`src/hw/rtl/uutp_pkg.sv`:
```
// uutp_pkg: types, character codes and the hex decode function for the UUID text parser.
// No dependencies; used by uutp_core and uuid_text_parser.
`timescale 1ns / 1ps

package uutp_pkg;

  typedef enum logic [1:0] {
    ST_OK      = 2'd0,
    ST_FEW     = 2'd1,
    ST_INVALID = 2'd2,
    ST_EXTRA   = 2'd3
  } status_e;

  localparam logic [7:0] CH_LBRACE = 8'h7B;
  localparam logic [7:0] CH_RBRACE = 8'h7D;
  localparam logic [7:0] CH_ZERO   = 8'h30;
  localparam logic [7:0] CH_LX     = 8'h78;
  localparam logic [7:0] CH_UX     = 8'h58;
  localparam logic [7:0] CH_DASH   = 8'h2D;

  localparam logic [5:0] DIGITS_NEEDED = 6'd32;

  // prefix window codes
  localparam logic [1:0] PW_FIRST = 2'd0;
  localparam logic [1:0] PW_ZERO  = 2'd1;
  localparam logic [1:0] PW_PAST  = 2'd2;

  localparam logic [15:0] POS16_MAX = 16'hFFFF;

  typedef struct packed {
    logic [63:0] acc_high;
    logic [63:0] acc_low;
    logic [5:0]  digit_count;
    logic        braced_mode;
    logic [1:0]  prefix_window;
    logic        dash_used;
    logic [1:0]  first_error;
    logic [15:0] error_where;
    logic [7:0]  error_byte;
  } parse_st_t;

  localparam parse_st_t PARSE_ST_RESET = '{
    acc_high:      64'd0,
    acc_low:       64'd0,
    digit_count:   6'd0,
    braced_mode:   1'b0,
    prefix_window: PW_FIRST,
    dash_used:     1'b0,
    first_error:   ST_OK,
    error_where:   16'd0,
    error_byte:    8'd0
  };

  typedef struct packed {
    status_e     status;
    logic [63:0] value_high;
    logic [63:0] value_low;
    logic [15:0] error_position;
    logic [7:0]  bad_char;
  } parse_res_t;

  // {valid, nibble}
  function automatic logic [4:0] hex_decode(input logic [7:0] c);
    logic [4:0] r;
    r = 5'd0;
    if (c >= 8'h30 && c <= 8'h39) begin
      r = {1'b1, 4'(c - 8'h30)};
    end else if (c >= 8'h61 && c <= 8'h66) begin
      r = {1'b1, 4'(c - 8'h57)};
    end else if (c >= 8'h41 && c <= 8'h46) begin
      r = {1'b1, 4'(c - 8'h37)};
    end
    return r;
  endfunction

endpackage

```
`src/hw/rtl/uutp_core.sv`:
```
// uutp_core: next-state and result logic for one character word.
// Depends on uutp_pkg.
`timescale 1ns / 1ps

module uutp_core import uutp_pkg::*; #(
  parameter int POS_WIDTH = 16
) (
  input  parse_st_t              st_i,
  input  logic [POS_WIDTH-1:0]   pos_i,
  input  logic [7:0]             ch_i,
  input  logic                   last_i,
  output parse_st_t              st_o,
  output parse_res_t             res_o
);

  localparam int PW_EXT = (POS_WIDTH > 16) ? POS_WIDTH : 16;

  logic [PW_EXT-1:0] pos_ext;
  logic [15:0]       pos16;
  logic [4:0]        hex;
  logic              is_open, is_close_end;

  assign pos_ext = PW_EXT'(pos_i);
  assign pos16   = (pos_ext > PW_EXT'(POS16_MAX)) ? POS16_MAX : pos_ext[15:0];
  assign hex     = hex_decode(ch_i);
  assign is_open = (pos_i == '0) && (ch_i == CH_LBRACE) && !last_i;
  assign is_close_end = last_i && st_i.braced_mode && (ch_i == CH_RBRACE);

  always_comb begin
    st_o = st_i;
    if (is_open) begin
      st_o.braced_mode = 1'b1;
    end else if (!is_close_end && st_i.first_error == ST_OK) begin
      if (st_i.prefix_window == PW_ZERO && (ch_i == CH_LX || ch_i == CH_UX)) begin
        st_o.digit_count   = 6'd0;
        st_o.acc_high      = 64'd0;
        st_o.acc_low       = 64'd0;
        st_o.prefix_window = PW_PAST;
      end else begin
        if (st_i.prefix_window == PW_FIRST && ch_i == CH_ZERO) begin
          st_o.prefix_window = PW_ZERO;
        end else begin
          st_o.prefix_window = PW_PAST;
        end
        priority if (st_i.digit_count >= DIGITS_NEEDED) begin
          st_o.first_error = ST_EXTRA;
          st_o.error_where = pos16;
        end else if (ch_i == CH_DASH && st_i.digit_count != 6'd0 && !st_i.dash_used) begin
          st_o.dash_used = 1'b1;
        end else if (!hex[4]) begin
          st_o.first_error = ST_INVALID;
          st_o.error_where = pos16;
          st_o.error_byte  = ch_i;
        end else begin
          st_o.acc_high    = {st_i.acc_high[59:0], st_i.acc_low[63:60]};
          st_o.acc_low     = {st_i.acc_low[59:0], hex[3:0]};
          st_o.digit_count = st_i.digit_count + 6'd1;
          st_o.dash_used   = 1'b0;
        end
      end
    end
  end

  always_comb begin
    res_o = '{status: ST_OK, value_high: 64'd0, value_low: 64'd0,
              error_position: 16'd0, bad_char: 8'd0};
    priority if (st_o.braced_mode && ch_i != CH_RBRACE) begin
      res_o.status   = ST_INVALID;
      res_o.bad_char = CH_LBRACE;
    end else if (st_o.first_error != ST_OK) begin
      res_o.status         = status_e'(st_o.first_error);
      res_o.error_position = st_o.error_where;
      if (st_o.first_error == ST_INVALID) res_o.bad_char = st_o.error_byte;
    end else if (st_o.digit_count < DIGITS_NEEDED) begin
      res_o.status = ST_FEW;
    end else begin
      res_o.value_high = st_o.acc_high;
      res_o.value_low  = st_o.acc_low;
    end
  end

endmodule

```
`src/hw/rtl/uuid_text_parser.sv`:
```
// uuid_text_parser: top level; input word register, parse state, result register.
// A last character word passes the input word register, then its result is loaded into the result register.
// Throughput: one character word per cycle, stalled only by a held result.
// Reset: asynchronous active low; clears parse state, position and both valid flags.
// Depends on uutp_pkg and uutp_core.
`timescale 1ns / 1ps

module uuid_text_parser import uutp_pkg::*; #(
  parameter int POS_WIDTH = 16
) (
  input  logic        clk_i,
  input  logic        rst_ni,
  input  logic        in_valid_i,
  output logic        in_ready_o,
  input  logic [7:0]  ch_i,
  input  logic        last_char_i,
  output logic        out_valid_o,
  input  logic        out_ready_i,
  output logic [1:0]  status_o,
  output logic [63:0] value_high_o,
  output logic [63:0] value_low_o,
  output logic [15:0] error_position_o,
  output logic [7:0]  bad_char_o
);

  logic                 in_valid_q;
  logic [7:0]           ch_q;
  logic                 last_q;
  parse_st_t            st_q, st_d;
  logic [POS_WIDTH-1:0] pos_q;
  parse_res_t           res_d, res_q;
  logic                 out_valid_q;
  logic                 adv, load;

  uutp_core #(.POS_WIDTH(POS_WIDTH)) u_core (
    .st_i   (st_q),
    .pos_i  (pos_q),
    .ch_i   (ch_q),
    .last_i (last_q),
    .st_o   (st_d),
    .res_o  (res_d)
  );

  assign adv  = in_valid_q && (!last_q || !out_valid_q || out_ready_i);
  assign load = adv && last_q;
  assign in_ready_o = !in_valid_q || adv;

  always_ff @(posedge clk_i or negedge rst_ni) begin
    if (!rst_ni) begin
      in_valid_q <= 1'b0;
    end else if (in_ready_o) begin
      in_valid_q <= in_valid_i;
    end
  end

  always_ff @(posedge clk_i) begin
    if (in_ready_o && in_valid_i) begin
      ch_q   <= ch_i;
      last_q <= last_char_i;
    end
  end

  always_ff @(posedge clk_i or negedge rst_ni) begin
    if (!rst_ni) begin
      st_q  <= PARSE_ST_RESET;
      pos_q <= '0;
    end else if (adv) begin
      if (last_q) begin
        st_q  <= PARSE_ST_RESET;
        pos_q <= '0;
      end else begin
        st_q <= st_d;
        if (pos_q != '1) pos_q <= pos_q + POS_WIDTH'(1);
      end
    end
  end

  always_ff @(posedge clk_i or negedge rst_ni) begin
    if (!rst_ni) begin
      out_valid_q <= 1'b0;
    end else if (load) begin
      out_valid_q <= 1'b1;
    end else if (out_ready_i) begin
      out_valid_q <= 1'b0;
    end
  end

  always_ff @(posedge clk_i) begin
    if (load) res_q <= res_d;
  end

  assign out_valid_o      = out_valid_q;
  assign status_o         = res_q.status;
  assign value_high_o     = res_q.value_high;
  assign value_low_o      = res_q.value_low;
  assign error_position_o = res_q.error_position;
  assign bad_char_o       = res_q.bad_char;

  a_value_only_ok: assert property (@(posedge clk_i) disable iff (!rst_ni)
    out_valid_q && res_q.status != ST_OK |-> res_q.value_high == 64'd0 &&
      res_q.value_low == 64'd0)
    else $error("value nonzero on error status");

  a_ok_no_err_fields: assert property (@(posedge clk_i) disable iff (!rst_ni)
    out_valid_q && res_q.status == ST_OK |-> res_q.error_position == 16'd0 &&
      res_q.bad_char == 8'd0)
    else $error("error fields set on ok status");

  a_digit_bound: assert property (@(posedge clk_i) disable iff (!rst_ni)
    st_q.digit_count <= DIGITS_NEEDED)
    else $error("digit count overflow");

  a_stall_cause: assert property (@(posedge clk_i) disable iff (!rst_ni)
    !in_ready_o |-> in_valid_q && last_q && out_valid_q && !out_ready_i)
    else $error("input stalled without a held result");

  a_state_cleared: assert property (@(posedge clk_i) disable iff (!rst_ni)
    load |=> pos_q == '0 && st_q.first_error == ST_OK && st_q.digit_count == 6'd0)
    else $error("state not cleared after last word");

endmodule
```
`config.mk`:
```
export PLATFORM = sky130hd
export DESIGN_NAME = uuid_text_parser
export DESIGN_NICKNAME = d
export VERILOG_FILES = /design/src/hw/rtl/uutp_pkg.sv /design/src/hw/rtl/uutp_core.sv /design/src/hw/rtl/uuid_text_parser.sv
export SDC_FILE = /design/constraint.sdc
export NUM_CORES = 1
export LEC_CHECK = 0
export ABC_CLOCK_PERIOD_IN_PS = 15840
export BUFFER_PORTS_ARGS = -buffer_cell sky130_fd_sc_hd__clkbuf_2
export CORE_UTILIZATION = 64
export DETAILED_ROUTE_END_ITERATION = 7
export PLACE_DENSITY = 0.95
export SLEW_MARGIN = 10
export SYNTH_ARGS = -nofsm -noshare
export SYNTH_HDL_FRONTEND = slang
export SYNTH_HIERARCHICAL = 1
export SYNTH_SLANG_ARGS = --single-unit
```
`constraint.sdc`:
```
create_clock -name clk_i -period 15.84 [get_ports clk_i]
set_input_delay 3.168 -clock clk_i [delete_from_list [all_inputs] [get_ports clk_i]]
set_output_delay 3.168 -clock clk_i [all_outputs]
set_load 0.005 [all_outputs]
```
# Word level (Yosys, flattened, before mapping)
# Index checks and enable logic that the tools add are counted.
# word_totals
n_memories,0
regBits,345
out_inout_bits,156
inputBits,13
ram_bits,0
latchBits,0
elab_cells,121
romBits,0
# classes
n_eq_ne,13
n_addsub,5
bitwise_logic,2
n_div,0
magnitude_cmp,9
n_reduce_logical,40
shifts,0
mul,0
mux,32
# ops
cell,count
134-bit 2-to-1 mux,6
164-bit 2-to-1 mux,1
29-bit 2-to-1 mux,2
26-bit 2-to-1 mux,2
16-bit 2-to-1 mux,3
8-bit by 7-bit == test with 1-bit output (second input constant),4
27-bit 2-to-1 mux,1
18-bit 2-to-1 mux,1
16-bit by 1-bit adder with 16-bit output (second input constant),1
8-bit by 6-bit == test with 1-bit output (second input constant),2
8-bit by 7-bit greater-or-equal comparator with 1-bit output (second input constant),2
16-bit > comparator (second input constant),1
8-bit by 7-bit less-or-equal comparator with 1-bit output (second input constant),2
1-bit logical AND,16
16-bit zero test,1
16-bit != test (second input constant),1
5-bit 2-to-1 mux,3
7-bit 2-to-1 mux,2
8-bit by 6-bit greater-or-equal comparator with 1-bit output (second input constant),1
8-bit by 6-bit less-or-equal comparator with 1-bit output (second input constant),1
8-bit 2-to-1 mux,1
8-bit by 7-bit != test with 1-bit output (second input constant),1
2-bit nonzero test,4
4-bit by 3-bit subtractor with 4-bit output (second input constant),2
other kinds (20),40

# Longest topological paths before layout
# Gate-level depths: netlist of run 1.
# depth
word_depth,14
mapped_depth,12

# Hierarchy
# Netlist of run 1, hierarchy kept.
# by_module_without_submodules
module,cells_per_inst,seq_area_each_um2,area_each_um2,instances
uuid_text_parser,642,9449.1,11611.1,1
uutp_core,593,0.0,4451.8,1

# Worst setup path after synthesis of run 1
# Ideal clock, no wire load.
# synth_timing
path_type,input to register
startpoint,in out_ready_i
endpoint,reg res_q (netlist bit bad_char_o[0]) (enable)
setup_slack_ps,5150
setup_time_ps,670
arrival_ps,10020
path_stages,4
path_cell_list,nand3b_1 nand2_1 clkbuf_1 nor2_1
# synth_via
elab_chain_len,3
# synth_lines
element,line,source
start: declaration,uuid_text_parser.sv:18,"input logic out_ready_i,"
1-bit logical OR,uuid_text_parser.sv:44,assign adv = in_valid_q && (!last_q || !out_valid_q || out_ready_i);
1-bit logical AND,uuid_text_parser.sv:44,
1-bit logical AND,uuid_text_parser.sv:45,assign load = adv && last_q;
via load,uuid_text_parser.sv:33,"logic adv, load;"
end signal: assignment,uuid_text_parser.sv:89,if (load) res_q <= res_d;
end: declaration,uuid_text_parser.sv:31,"parse_res_t res_d, res_q;"
# The timed path passes the listed nets, and every way through them passes these cells.
# A chain may end at the register's enable or synchronous reset.

# Worst setup path after layout of run 1
# layout_timing
startpoint,in out_ready_i
endpoint,out in_ready_o
# layout_via
elab_chain_len,3
# layout_lines
element,line,source
1-bit logical OR,uuid_text_parser.sv:44,
1-bit logical AND,uuid_text_parser.sv:44,
1-bit logical OR,uuid_text_parser.sv:46,assign in_ready_o = !in_valid_q || adv;
end: declaration,uuid_text_parser.sv:14,"output logic in_ready_o,"
# Every way passes these cells.

==> qor.log, run 1 <==
INFO  run_status     outcome=finished, final reports clean
INFO  routing        route.top_layer_used=met4
INFO  sta            report.final.hold_viol_count=0
INFO  clock_tree     postCtsResizedCells=0
INFO  routing        route.met3.wl=1770um
INFO  worst_setup_path crit_end=in_ready_o
INFO  floorplan      core_area=24500um2
INFO  global_routing grt_pass1_wl=54800um
INFO  worst_setup_path crit_path_cell_trace=clkbuf_2 -> nand4b_1 -> clkbuf_2
INFO  clock_tree     max-clock-path-buffers=3
INFO  clock_tree     clkLatencyLatePin=0.52ns
INFO  sta            max_slew_margin=0.237
INFO  final_layout   multi_input_logic_area=6080um2
INFO  logic_synthesis synth_edf_count=163
INFO  worst_setup_path critical_path.n_buffers_inverters=2
INFO  sta            timing.final.ws_setup=9.04ns
INFO  worst_setup_path worstReg2RegStart=last_q$_DFFE_PP_
INFO  global_routing antenna_found_initial=0
INFO  routing        met2WireLength=16400um
INFO  power_and_ir_drop power_leakage=8.69nW
INFO  worst_setup_path critical_path_cell_count=3
INFO  worst_setup_path worstSetupStartpointType=input port
INFO  worst_setup_path required=12.67ns
INFO  logic_synthesis synth_top_cell_area_share=0.305
INFO  sta            maxClockFrequency=147MHz
INFO  logic_synthesis main_synth_ff_type=sky130_fd_sc_hd__dfrtp_1
INFO  place          dp_hpwl=19300um
INFO  floorplan      row_count=57
INFO  global_routing first_global_vias=10395
INFO  routing        detail-route-antenna-nets=0
INFO  worst_setup_path critPathMaxFanout=3
INFO  routing        dr_total_vias=10667
INFO  sta            final_max_slew_viol_count=0
INFO  hold_path      min-delay-path-class=reg2reg
INFO  sta            hold-worst-slack=0.501ns
INFO  sta            final_setup_violation_count=0
INFO  floorplan      die_x=160um
INFO  floorplan      chipHeight=160um
INFO  power_and_ir_drop ir_worst_vdd=0.0000851V
INFO  worst_setup_path setup.worst_path.end_class=primary output
INFO  routing        drt-initial-drc-count=952
INFO  sta            setup_tns=0ns
INFO  place          place_worst_setup_slack=8.99ns
INFO  final_layout   ratio_of_cells_with_drive_above_1_in_the_final_layout=0.272
INFO  logic_synthesis yosysSeqAreaShare=0.588
INFO  clock_tree     cts_setup_buffers=0
INFO  worst_setup_path criticalPathCategory=in2out
INFO  logic_synthesis syn-num-nets=1255
INFO  logic_synthesis async_reset_ff_frac=0.528
INFO  final_layout   layout.nets=1372
INFO  final_layout   area_delta_synth_final=13.4%
INFO  worst_setup_path cp_most_frequent_cell=sky130_fd_sc_hd__clkbuf_2
INFO  final_layout   number_of_antenna_repair_diodes=0
INFO  floorplan      initial_utilization=0.657
INFO  global_routing grt-ovfl-total=0
INFO  clock_tree     clock-root-buffer=sky130_fd_sc_hd__clkbuf_16
INFO  logic_synthesis yosys-top-cells-area=sky130_fd_sc_hd__edfxtp_1, sky130_fd_sc_hd__dfrtp_1, sky130_fd_sc_hd__a22o_1, sky130_fd_sc_hd__mux2i_1, sky130_fd_sc_hd__nor3_2
INFO  worst_setup_path timing.critical_path.arrival=3.64ns
INFO  clock_tree     tritoncts.num_buffers=36
INFO  sta            grt_setup_unrepaired=false
INFO  clock_tree     ctsHtreeMaxLevel=2
INFO  logic_synthesis yosysWarningCount=6
INFO  routing        route.detailed.vias_per_inst=6.26
INFO  clock_tree     cts_sinks=345
INFO  routing        routed_wire_length_per_instance=19.7um
INFO  worst_setup_path crit_path_max_incr_delay=0.21ns
INFO  clock_tree     cts_hold_buf=0
INFO  logic_synthesis netlist-cell-type-count=73
INFO  global_routing global_route.usage.total=0.264
INFO  worst_setup_path slowest_stage=sky130_fd_sc_hd__nand4b_1
INFO  sta            worst_pin_slew=1.14ns
INFO  final_layout   final.fill_count=1495
INFO  routing        m1WireLength=14600um
INFO  logic_synthesis yosysTopAreaCell=sky130_fd_sc_hd__edfxtp_1
INFO  worst_setup_path rrSetupSlack=10.99ns
INFO  routing        drc=0
INFO  final_layout   layout.area.seq=9450um2
INFO  global_routing grt_max_degree=185
INFO  logic_synthesis syn_inst=1235
INFO  clock_tree     tritoncts=yes
INFO  floorplan      ios=169
INFO  logic_synthesis syn-mean-instance-area=13.0um2
INFO  worst_setup_path ff_to_ff_end=value_low_o[53]$_DFFE_PP_
INFO  routing        drt_wl_total=33600um
INFO  job            max-cap-violations=0
INFO  place          port_buffers=168
INFO  place          gpl.final_weighted_congestion=0.852
INFO  worst_setup_path crit_start=out_ready_i
INFO  sta            timing.clock.skew=0.0258ns
INFO  logic_synthesis mappedNetlistArea=16100um2
INFO  floorplan      floorplan_die_area=25700um2
INFO  worst_setup_path cpLargestDelayFamily=buffers and inverters
INFO  routing        drtPass1Iterations=5
INFO  clock_tree     clkSlewWorstSetupHoldPaths=0.06ns
INFO  sta            finalCriticalPeriod=6.80ns
INFO  worst_setup_path worst_r2r_path_depth=8
INFO  logic_synthesis ys_ff_latch=345
INFO  sta            min_period_over_period=0.430
INFO  power_and_ir_drop power.density=111nW/um2
routing by layer:
metal	track usage	up-vias
met3	0.0403	61
met5	0	-
met2	0.420	388
li1	-	4846
met4	0.0784	0
met1	0.381	5372
cells in the mapped netlist (all sizes together), types with 11 or more instances:
cell type / number
edfxtp: 163
nor2: 144
mux2i: 128
inv: 14
a22o: 165
dfrtp: 182
mux2: 26
nor3: 132
buf: 44
nand3: 20
clkbuf: 58
nand2: 26
a21oi: 11
nor2b: 19
stage by stage:
step                       util  instances  total power, mW  cell area [um2]
after floorplan               -       1235             1.11            16100
after CTS                 0.744       1704             2.03            18200
after global routing      0.744       1704             2.08            18200
after detailed placement  0.693       1638             1.15            17000
final                     0.744       1704             2.02            18200
after global placement    0.693       1638             1.14            17000
logic make-up after synthesis:
logic type / Yosys count / synth area share
simple gates: 389 / 0.150
flops: 345 / 0.588
xor+xnor: 7 / 0.00382
compound gates: 217 / 0.116
buf+inv: 116 / 0.0363
mux: 154 / 0.100
fa+ha+maj: 7 / 0.00545
cell type report:
cell class	instances	share of cell area
Clock inverter	23	0.0153
Multi-Input combinational cell	774	0.334
Sequential cell	345	0.519
Inverter	14	0.00289
Tap cell	324	0.0223
Clock buffer	43	0.0537
Timing Repair Buffer	181	0.0527
cell usage in the layout (no fill, tap or decap), types with 3 or more instances in the layout:
master                         n
sky130_fd_sc_hd__dfrtp_1     182
sky130_fd_sc_hd__clkbuf_2    167
sky130_fd_sc_hd__a22o_1      164
sky130_fd_sc_hd__edfxtp_1    163
sky130_fd_sc_hd__nor2_1      143
sky130_fd_sc_hd__mux2i_1     128
sky130_fd_sc_hd__nor3_2      100
sky130_fd_sc_hd__clkbuf_16    37
sky130_fd_sc_hd__nor3_1       32
sky130_fd_sc_hd__nand2_1      24
sky130_fd_sc_hd__nand3_1      19
sky130_fd_sc_hd__nor2b_1      17
sky130_fd_sc_hd__inv_1        14
sky130_fd_sc_hd__mux2_1       14
sky130_fd_sc_hd__buf_4        12
sky130_fd_sc_hd__mux2_4       10
sky130_fd_sc_hd__a21oi_1       9
sky130_fd_sc_hd__clkinv_2      8
sky130_fd_sc_hd__ha_1          7
sky130_fd_sc_hd__o21ai_0       6
sky130_fd_sc_hd__and3_1        6
sky130_fd_sc_hd__bufinv_16     6
sky130_fd_sc_hd__o21ba_1       6
sky130_fd_sc_hd__nor4_1        5
sky130_fd_sc_hd__and2_1        4
sky130_fd_sc_hd__clkbuf_8      4
sky130_fd_sc_hd__clkinvlp_4    4
sky130_fd_sc_hd__xnor2_1       4
sky130_fd_sc_hd__or2_2         3
sky130_fd_sc_hd__or4_1         3
sky130_fd_sc_hd__nor3b_1       3
sky130_fd_sc_hd__clkbuf_1      3
sky130_fd_sc_hd__clkinv_1      3
sky130_fd_sc_hd__o21a_1        3
sky130_fd_sc_hd__xor2_1        3
power breakdown:
group	switching [mW]	internal (mW)	total [mW]
sequential	0.0235	0.968	0.992
clock	0.348	0.541	0.890
combinational	0.0890	0.0522	0.141
total	0.461	1.56	2.02
flip-flops by register name, indices dropped and copies added, names as in the netlist:
signal            count
value_high_o         64
in_valid_q            1
last_q                1
status_o              2
value_low_o          64
pos_q                16
error_position_o     16
ch_q                  8
out_valid_o           1
bad_char_o            8
st_q                164
worst min path at each step:
stage / start / slack (ns) / cells past startpoint / endpoint
3_5_place_dp: st_q[8]$_DFFE_PN0P_ / 0.48 / 1 / st_q[8]$_DFFE_PN0P_
6_report: st_q[8]$_DFFE_PN0P_ / 0.50 / 1 / st_q[8]$_DFFE_PN0P_
5_1_grt: st_q[8]$_DFFE_PN0P_ / 0.51 / 1 / st_q[8]$_DFFE_PN0P_
3_3_place_gp: st_q[10]$_DFFE_PN0P_ / 0.48 / 1 / st_q[10]$_DFFE_PN0P_
2_1_floorplan: st_q[10]$_DFFE_PN0P_ / 0.47 / 1 / st_q[10]$_DFFE_PN0P_
4_1_cts: st_q[3]$_DFFE_PN0P_ / 0.50 / 1 / st_q[3]$_DFFE_PN0P_
(Power assumes the default switching activity.)
==> inputs of run 2 (changes only) <==
- ABC_AREA: default -> 1
- ABC_CLOCK_PERIOD_IN_PS: 15840 -> 5800
- CORE_UTILIZATION: 64 -> 54
- PLACE_DENSITY: 0.95 -> 0.86
- clock period: 15.84 -> 5.8 ns (I/O delays scaled with it)
==> run 2 against run 1 <==
Against the previous run:
- via count increased by 15%
- combinational power increased to 6.5 times the previous value
- clock power increased to 2.5 times the previous value
- area after synthesis increased by 3.7%
- cell area increased by 2.3%
- global-route usage decreased by 2.9 points
- worst hold slack got worse by 0.0033 ns
- sequential power increased to 3.0 times the previous value
- total power increased to 3.0 times the previous value
- synthesized cell count increased by 35%
- routed wire length increased by 9.8%
- clock skew decreased by 0.0052 ns
- critical path type is now reg2reg
==> qor.log, run 2 <==
INFO  logic_synthesis syn-mean-instance-area=9.98um2
INFO  final_layout   final_cells=2202
INFO  floorplan      die_x=178um
INFO  global_routing grt-ovfl-total=0
INFO  logic_synthesis mappedNetlistArea=16700um2
INFO  floorplan      chipHeight=178um
INFO  run_status     outcome=finished, final reports clean
INFO  place          port_buffers=168
INFO  sta            maxClockFrequency=285MHz
INFO  worst_setup_path worstSetupStartpointType=flop
INFO  clock_tree     cts_sinks=345
INFO  logic_synthesis syn_inst=1668
INFO  floorplan      core_area=30000um2
INFO  final_layout   ratio_of_cells_with_drive_above_1_in_the_final_layout=0.206
INFO  sta            min_period_over_period=0.605
INFO  power_and_ir_drop switchingPower=1.68mW
INFO  logic_synthesis async_reset_ff_frac=0.528
INFO  global_routing grt_max_degree=103
INFO  routing        detail-route-antenna-nets=0
INFO  logic_synthesis netlist-cell-type-count=39
INFO  logic_synthesis syn-num-nets=1688
INFO  sta            final_setup_violation_count=0
INFO  sta            setup_tns=0ns
INFO  logic_synthesis ys_ff_latch=345
INFO  floorplan      ios=169
INFO  global_routing global_route.usage.total=0.235
INFO  worst_setup_path cpLargestDelayFamily=simple AND/OR/NAND/NOR gates
INFO  sta            report.final.hold_viol_count=0
INFO  clock_tree     tritoncts.num_buffers=35
INFO  logic_synthesis synth_edf_count=163
INFO  power_and_ir_drop comb_power_share=0.149
INFO  final_layout   layout.area.seq=9450um2
INFO  final_layout   multi_input_logic_area=5320um2
INFO  clock_tree     clock-root-buffer=sky130_fd_sc_hd__clkbuf_16
INFO  clock_tree     ctsHtreeMaxLevel=2
INFO  power_and_ir_drop power_leakage=9.34nW
INFO  final_layout   mostFrequentLayoutCells=sky130_fd_sc_hd__inv_1, sky130_fd_sc_hd__nand2_1, sky130_fd_sc_hd__dfrtp_1
INFO  routing        route.detailed.vias_per_inst=5.57
INFO  final_layout   layout_commonest_cell=sky130_fd_sc_hd__inv_1
INFO  routing        drt-initial-drc-count=1206
INFO  sta            worst_pin_slew=0.958ns
INFO  place          dp_hpwl=22600um
INFO  global_routing antenna_found_initial=0
INFO  final_layout   layout.nets=1805
INFO  routing        routed_wire_length_per_instance=16.8um
INFO  logic_synthesis synth_top_cell_area_share=0.294
INFO  logic_synthesis synthMostInstantiatedCell=sky130_fd_sc_hd__inv_1
INFO  routing        drc=0
INFO  worst_setup_path timing.critical_path.arrival=3.93ns
INFO  worst_setup_path critical_path.n_buffers_inverters=3
INFO  sta            timing.clock.skew=0.0206ns
INFO  logic_synthesis yosysSeqAreaShare=0.567
INFO  final_layout   largest_register_ffs=164
INFO  global_routing grt_pass1_wl=59200um
INFO  clock_tree     clkLatencyLatePin=0.53ns
INFO  worst_setup_path cp_most_frequent_cell=sky130_fd_sc_hd__nand2_1
INFO  final_layout   number_of_antenna_repair_diodes=0
INFO  worst_setup_path required=6.22ns
INFO  worst_setup_path critPathMaxFanout=80
INFO  floorplan      row_count=63
INFO  sta            max_slew_margin=0.361
INFO  worst_setup_path crit_path_cell_trace=inv_1 -> ha_1 -> inv_1 -> nand2_1 -> nand2_1 -> nand2_1 -> nand2_1 -> nor2_2 -> nand3_4 -> buf_4 -> o21ai_0 -> nor2_1 -> a22o_1
INFO  power_and_ir_drop switching_share=0.275
INFO  worst_setup_path criticalPathCategory=reg2reg
INFO  floorplan      initial_utilization=0.556
INFO  routing        drtPass1Iterations=6
INFO  worst_setup_path slowest_stage=sky130_fd_sc_hd__nand3_4
INFO  clock_tree     clkSlewWorstSetupHoldPaths=0.06ns
INFO  global_routing first_global_vias=11686
INFO  logic_synthesis yosysWarningCount=6
INFO  job            max-cap-violations=0
INFO  power_and_ir_drop sequentialPowerShare=0.482
INFO  sta            final_max_slew_viol_count=0
INFO  logic_synthesis yosys-top-cells-area=sky130_fd_sc_hd__edfxtp_1, sky130_fd_sc_hd__dfrtp_1, sky130_fd_sc_hd__a22o_1, sky130_fd_sc_hd__inv_1, sky130_fd_sc_hd__nand2_1
INFO  final_layout   area_delta_synth_final=11.8%
INFO  clock_tree     tritoncts=yes
INFO  logic_synthesis main_synth_ff_type=sky130_fd_sc_hd__dfrtp_1
INFO  clock_tree     cts_hold_buf=0
INFO  final_layout   final.fill_count=2364
INFO  final_layout   largest_register=st_q
INFO  clock_tree     postCtsResizedCells=0
INFO  logic_synthesis yosysTopAreaCell=sky130_fd_sc_hd__edfxtp_1
INFO  hold_path      min-delay-path-class=reg2reg
INFO  clock_tree     max-clock-path-buffers=3
INFO  routing        dr_total_vias=12275
INFO  power_and_ir_drop power.share.clock=0.370
INFO  logic_synthesis synth_top_cells_by_count=sky130_fd_sc_hd__inv_1, sky130_fd_sc_hd__nand2_1, sky130_fd_sc_hd__dfrtp_1
INFO  power_and_ir_drop ir_worst_vdd=0.000176V
INFO  sta            grt_setup_unrepaired=false
INFO  floorplan      floorplan_die_area=31500um2
INFO  routing        drt_wl_total=36900um
INFO  power_and_ir_drop cellInternalPower=4.44mW
INFO  worst_setup_path setup.worst_path.end_class=flop
INFO  power_and_ir_drop power.density=328nW/um2
INFO  clock_tree     cts_setup_buffers=0
INFO  sta            finalCriticalPeriod=3.51ns
INFO  place          numPlacedInstances=2138
INFO  place          gpl.final_weighted_congestion=0.919
INFO  worst_setup_path crit_path_max_incr_delay=0.66ns
run 2: cell count changes after synthesis, sizes merged, moves of 16 or more:
cell / previous run / this run
inv: 14 / 332
mux2i: 128 / 0
buf: 44 / 82
nor3: 132 / 4
mux2: 26 / 0
nand2: 26 / 278
nor2b: 19 / 0
clkbuf: 58 / 19
o21ai: 7 / 43
nor2: 144 / 205
o211ai: 1 / 124
nand3: 20 / 36
run 2: layout make-up:
cell class / count / share of cell area
Clock buffer: 49 / 0.0542
Inverter: 333 / 0.0677
Tap cell: 390 / 0.0262
Sequential cell: 345 / 0.507
Multi-Input combinational cell: 889 / 0.285
Timing Repair Buffer: 181 / 0.0515
Clock inverter: 15 / 0.00753
run 2: worst reg2reg max path, cell delays in order, from the launching register on:
cell and delay [ns]:
sky130_fd_sc_hd__edfxtp_1 0.45, sky130_fd_sc_hd__inv_1 0.14, sky130_fd_sc_hd__ha_1 0.17, sky130_fd_sc_hd__inv_1 0.05, sky130_fd_sc_hd__nand2_1 0.05, sky130_fd_sc_hd__nand2_1 0.06
sky130_fd_sc_hd__nand2_1 0.07, sky130_fd_sc_hd__nand2_1 0.06, sky130_fd_sc_hd__nor2_2 0.17, sky130_fd_sc_hd__nand3_4 0.66, sky130_fd_sc_hd__buf_4 0.67, sky130_fd_sc_hd__o21ai_0 0.54
sky130_fd_sc_hd__nor2_1 0.09, sky130_fd_sc_hd__a22o_1 0.22
run 2: kinds of logic after synthesis:
| family | count (synthesis) | share of synthesized area |
|---|---|---|
| adders and majority gates | 7 | 0.00526 |
| buffers and inverters | 434 | 0.116 |
| AOI/OAI and AO/OA | 344 | 0.162 |
| and+or+nand+nor | 531 | 0.146 |
| xor gates and xnor gates | 7 | 0.00368 |
| DFF | 345 | 0.567 |
run 2: final timing paths:
check	start	end	slack, ns	cells after the start
min reg2reg	st_q[5]$_DFFE_PN0P_	st_q[5]$_DFFE_PN0P_	0.50	1
max	ch_q[0]$_DFFE_PP_	st_q[84]$_DFFE_PN0P_	2.29	13
min	st_q[5]$_DFFE_PN0P_	st_q[5]$_DFFE_PN0P_	0.50	1
max in group asynchronous	rst_ni	st_q[57]$_DFFE_PN0P_	3.73	2
min in group asynchronous	rst_ni	st_q[144]$_DFFE_PN0P_	0.70	1
max reg2reg	ch_q[0]$_DFFE_PP_	st_q[84]$_DFFE_PN0P_	2.29	13
run 2: per-stage QoR:
step | cell area [um2] | hold WS [ns] | setup slack [ns] | total power [mW] | utilization
2_1_floorplan | 16700 | 0.460 | 0.723 | 3.63 | -
3_3_place_gp | 17500 | 0.480 | 2.36 | 3.84 | 0.583
3_5_place_dp | 17500 | 0.482 | 2.37 | 3.88 | 0.583
4_1_cts | 18600 | 0.500 | 2.34 | 6.15 | 0.622
5_1_grt | 18600 | 0.518 | 1.98 | 6.37 | 0.622
6_report | 18600 | 0.498 | 2.29 | 6.12 | 0.622
run 2: routing by layer:
metal  part of all wire  track usage  wire [um]
met2               0.48        0.375      17600
met5                  0            0          0
met4              0.027       0.0855        996
met3              0.064       0.0375       2370
met1               0.43        0.326      15900
run 2: power groups by stage:
stage	Clock (mW)	Combinational, mW	Sequential (mW)
after floorplan	0	0.670	2.96
after global placement	0	0.860	2.98
after detailed placement	0	0.896	2.99
after CTS	2.30	0.910	2.94
after global routing	2.38	1.02	2.97
final	2.26	0.910	2.95
==> inputs of run 3 (changes only) <==
- ABC_CLOCK_PERIOD_IN_PS: 5800 -> 3500
- CORE_UTILIZATION: 54 -> 59
- PLACE_DENSITY: 0.86 -> 0.89
- clock period: 5.8 -> 3.5 ns (I/O delays scaled with it)
==> run 3 against run 2 <==
Against the previous run:
- sequential power is 65% higher
- clock-buffer cell count is 1 lower
- clock skew is 0.0070 ns lower
- sequential share of layout area is 1.2 points lower
- setup slack worse by 1.5 ns
- fmax is 30% higher
- sequential cell count stayed put
- via count hardly changed
- first-iteration DRC count is 2.7% higher
- global-route usage is 1.8 points higher
- critical path depth stayed put
- largest power group unchanged
- final cell count hardly changed
==> qor.log, run 3 (synthesis results as in run 2) <==
INFO  routing        drt-initial-drc-count=1239
INFO  power_and_ir_drop comb_power_share=0.145
INFO  final_layout   ratio_of_cells_with_drive_above_1_in_the_final_layout=0.214
INFO  routing        route.detailed.vias_per_inst=5.57
INFO  final_layout   number_of_antenna_repair_diodes=0
INFO  power_and_ir_drop sequentialPowerShare=0.455
INFO  routing        detail-route-antenna-nets=0
INFO  sta            setup_tns=0ns
INFO  floorplan      initial_utilization=0.599
INFO  final_layout   final_cells=2203
INFO  clock_tree     tritoncts=yes
INFO  global_routing first_global_vias=11741
INFO  place          port_buffers=168
INFO  floorplan      die_x=170um
INFO  final_layout   layout_commonest_cell=sky130_fd_sc_hd__inv_1
INFO  clock_tree     postCtsResizedCells=0
INFO  routing        dr_total_vias=12274
INFO  global_routing grt_max_degree=94
INFO  routing        route.top_layer_used=met4
INFO  sta            grt_setup_unrepaired=false
INFO  clock_tree     cts_hold_buf=0
INFO  sta            max_slew_margin=0.449
INFO  place          detailed_place.area=17700um2
INFO  routing        m1WireLength=15700um
INFO  sta            final_max_slew_viol_count=0
INFO  floorplan      row_count=61
INFO  run_status     outcome=finished, final reports clean
INFO  power_and_ir_drop cellInternalPower=7.90mW
INFO  worst_setup_path worstSetupStartpointType=flop
INFO  floorplan      core_area=27800um2
INFO  place          dp_hpwl=22500um
INFO  floorplan      ios=169
INFO  sta            timing.clock.skew=0.0136ns
INFO  worst_setup_path timing.critical_path.arrival=3.10ns
INFO  hold_path      min-delay-path-class=in2async
INFO  routing        drc=0
INFO  worst_setup_path critPathMaxFanout=50
INFO  clock_tree     clkLatencyLatePin=0.51ns
INFO  job            max-cap-violations=0
INFO  sta            maxClockFrequency=370MHz
INFO  sta            worst_pin_slew=0.826ns
INFO  final_layout   largest_register=st_q
INFO  sta            final_setup_violation_count=0
INFO  global_routing grt_pass1_wl=58700um
INFO  final_layout   area_delta_synth_final=14.5%
INFO  global_routing antenna_found_initial=0
INFO  worst_setup_path criticalPathCategory=reg2reg
INFO  power_and_ir_drop power.share.clock=0.400
INFO  sta            min_period_over_period=0.772
INFO  place          gpl.final_weighted_congestion=0.840
INFO  worst_setup_path setup.worst_path.end_class=flop
INFO  power_and_ir_drop ir_worst_vdd=0.000420V
INFO  power_and_ir_drop power.density=562nW/um2
INFO  final_layout   layout.nets=1816
INFO  sta            finalCriticalPeriod=2.70ns
INFO  routing        route.met3.wl=2100um
INFO  clock_tree     max-clock-path-buffers=3
INFO  clock_tree     clkSlewWorstSetupHoldPaths=0.06ns
INFO  routing        drtPass1Iterations=5
INFO  final_layout   stdcell_area=19100um2
INFO  routing        drt_wl_total=36500um
INFO  final_layout   largest_register_ffs=164
INFO  power_and_ir_drop switchingPower=2.82mW
INFO  final_layout   mostFrequentLayoutCells=sky130_fd_sc_hd__inv_1, sky130_fd_sc_hd__nand2_1, sky130_fd_sc_hd__dfrtp_1
INFO  clock_tree     cts_sinks=345
INFO  global_routing global_route.usage.total=0.254
INFO  clock_tree     ctsHtreeMaxLevel=2
INFO  worst_setup_path required=3.89ns
INFO  place          numPlacedInstances=2135
INFO  routing        met2WireLength=17600um
INFO  global_routing grt-ovfl-total=0
INFO  clock_tree     tritoncts.num_buffers=37
INFO  clock_tree     clock-root-buffer=sky130_fd_sc_hd__clkbuf_16
INFO  sta            report.final.hold_viol_count=0
INFO  floorplan      chipHeight=170um
INFO  clock_tree     cts_setup_buffers=0
INFO  floorplan      floorplan_die_area=28900um2
INFO  power_and_ir_drop switching_share=0.263
INFO  power_and_ir_drop power_leakage=9.55nW
INFO  routing        routed_wire_length_per_instance=16.6um
==> run 3: final cells by class <==
type                       instances  area, um2
inverter                         333       1280
clock buffer                      48       1040
clock inverter                    20        309
fill                            2081       8720
timing repair buffer             190       1190
tap                              378        473
multi-input combinational        889       5320
sequential                       345       9450
==> run 3: final timing paths <==
kind / startpoint / end / slack (ns) / depth (start not counted)
max: ch_q[0]$_DFFE_PP_ / st_q[119]$_DFFE_PN0P_ / 0.80 / 13
min: rst_ni / st_q[148]$_DFFE_PN0P_ / 0.25 / 1
max reg2reg: ch_q[0]$_DFFE_PP_ / st_q[119]$_DFFE_PN0P_ / 0.80 / 13
min reg2reg: st_q[15]$_DFFE_PN0P_ / st_q[15]$_DFFE_PN0P_ / 0.50 / 1
max in group asynchronous: rst_ni / pos_q[13]$_DFFE_PN0P_ / 2.41 / 2
min in group clk_i: last_char_i / last_q$_DFFE_PP_ / 0.36 / 1
==> run 3: metrics by stage <==
stage,power [mW],hold WS (ns),setup slack [ns],utilization
floorplan,6.01,0.404,-0.118,-
global placement,6.40,0.476,0.854,0.638
detailed placement,6.47,0.483,0.801,0.638
CTS,10.8,0.304,0.786,0.686
global route,11.2,0.338,0.571,0.686
finish,10.7,0.246,0.798,0.686
==> run 3: routing by layer <==
layer / global-route usage / up-vias
li1: - / 5789
met4: 0.0901 / 0
met2: 0.411 / 447
met5: 0 / -
met3: 0.0414 / 82
met1: 0.347 / 5956
==> run 3: power by group through the flow <==
stage               Sequential [mW]  Clock (mW)  Combinational, mW
floorplan                      4.89           0               1.11
global placement               4.93           0               1.47
detailed placement             4.95           0               1.52
CTS                            4.88        4.35               1.55
global route                   4.92        4.52               1.75
finish                         4.88        4.29               1.55
==> run 3: worst max-delay path, stage by stage (launching register included) <==
cell                       delay [ns]
sky130_fd_sc_hd__edfxtp_1        0.45
sky130_fd_sc_hd__ha_1            0.25
sky130_fd_sc_hd__inv_1           0.09
sky130_fd_sc_hd__nor2_1          0.05
sky130_fd_sc_hd__nand3_1         0.07
sky130_fd_sc_hd__nand2_1         0.06
sky130_fd_sc_hd__inv_2           0.12
sky130_fd_sc_hd__nand2_4         0.12
sky130_fd_sc_hd__nor2_2          0.31
sky130_fd_sc_hd__inv_4           0.25
sky130_fd_sc_hd__buf_12          0.27
sky130_fd_sc_hd__o211ai_1        0.20
sky130_fd_sc_hd__inv_1           0.09
sky130_fd_sc_hd__a22o_1          0.22
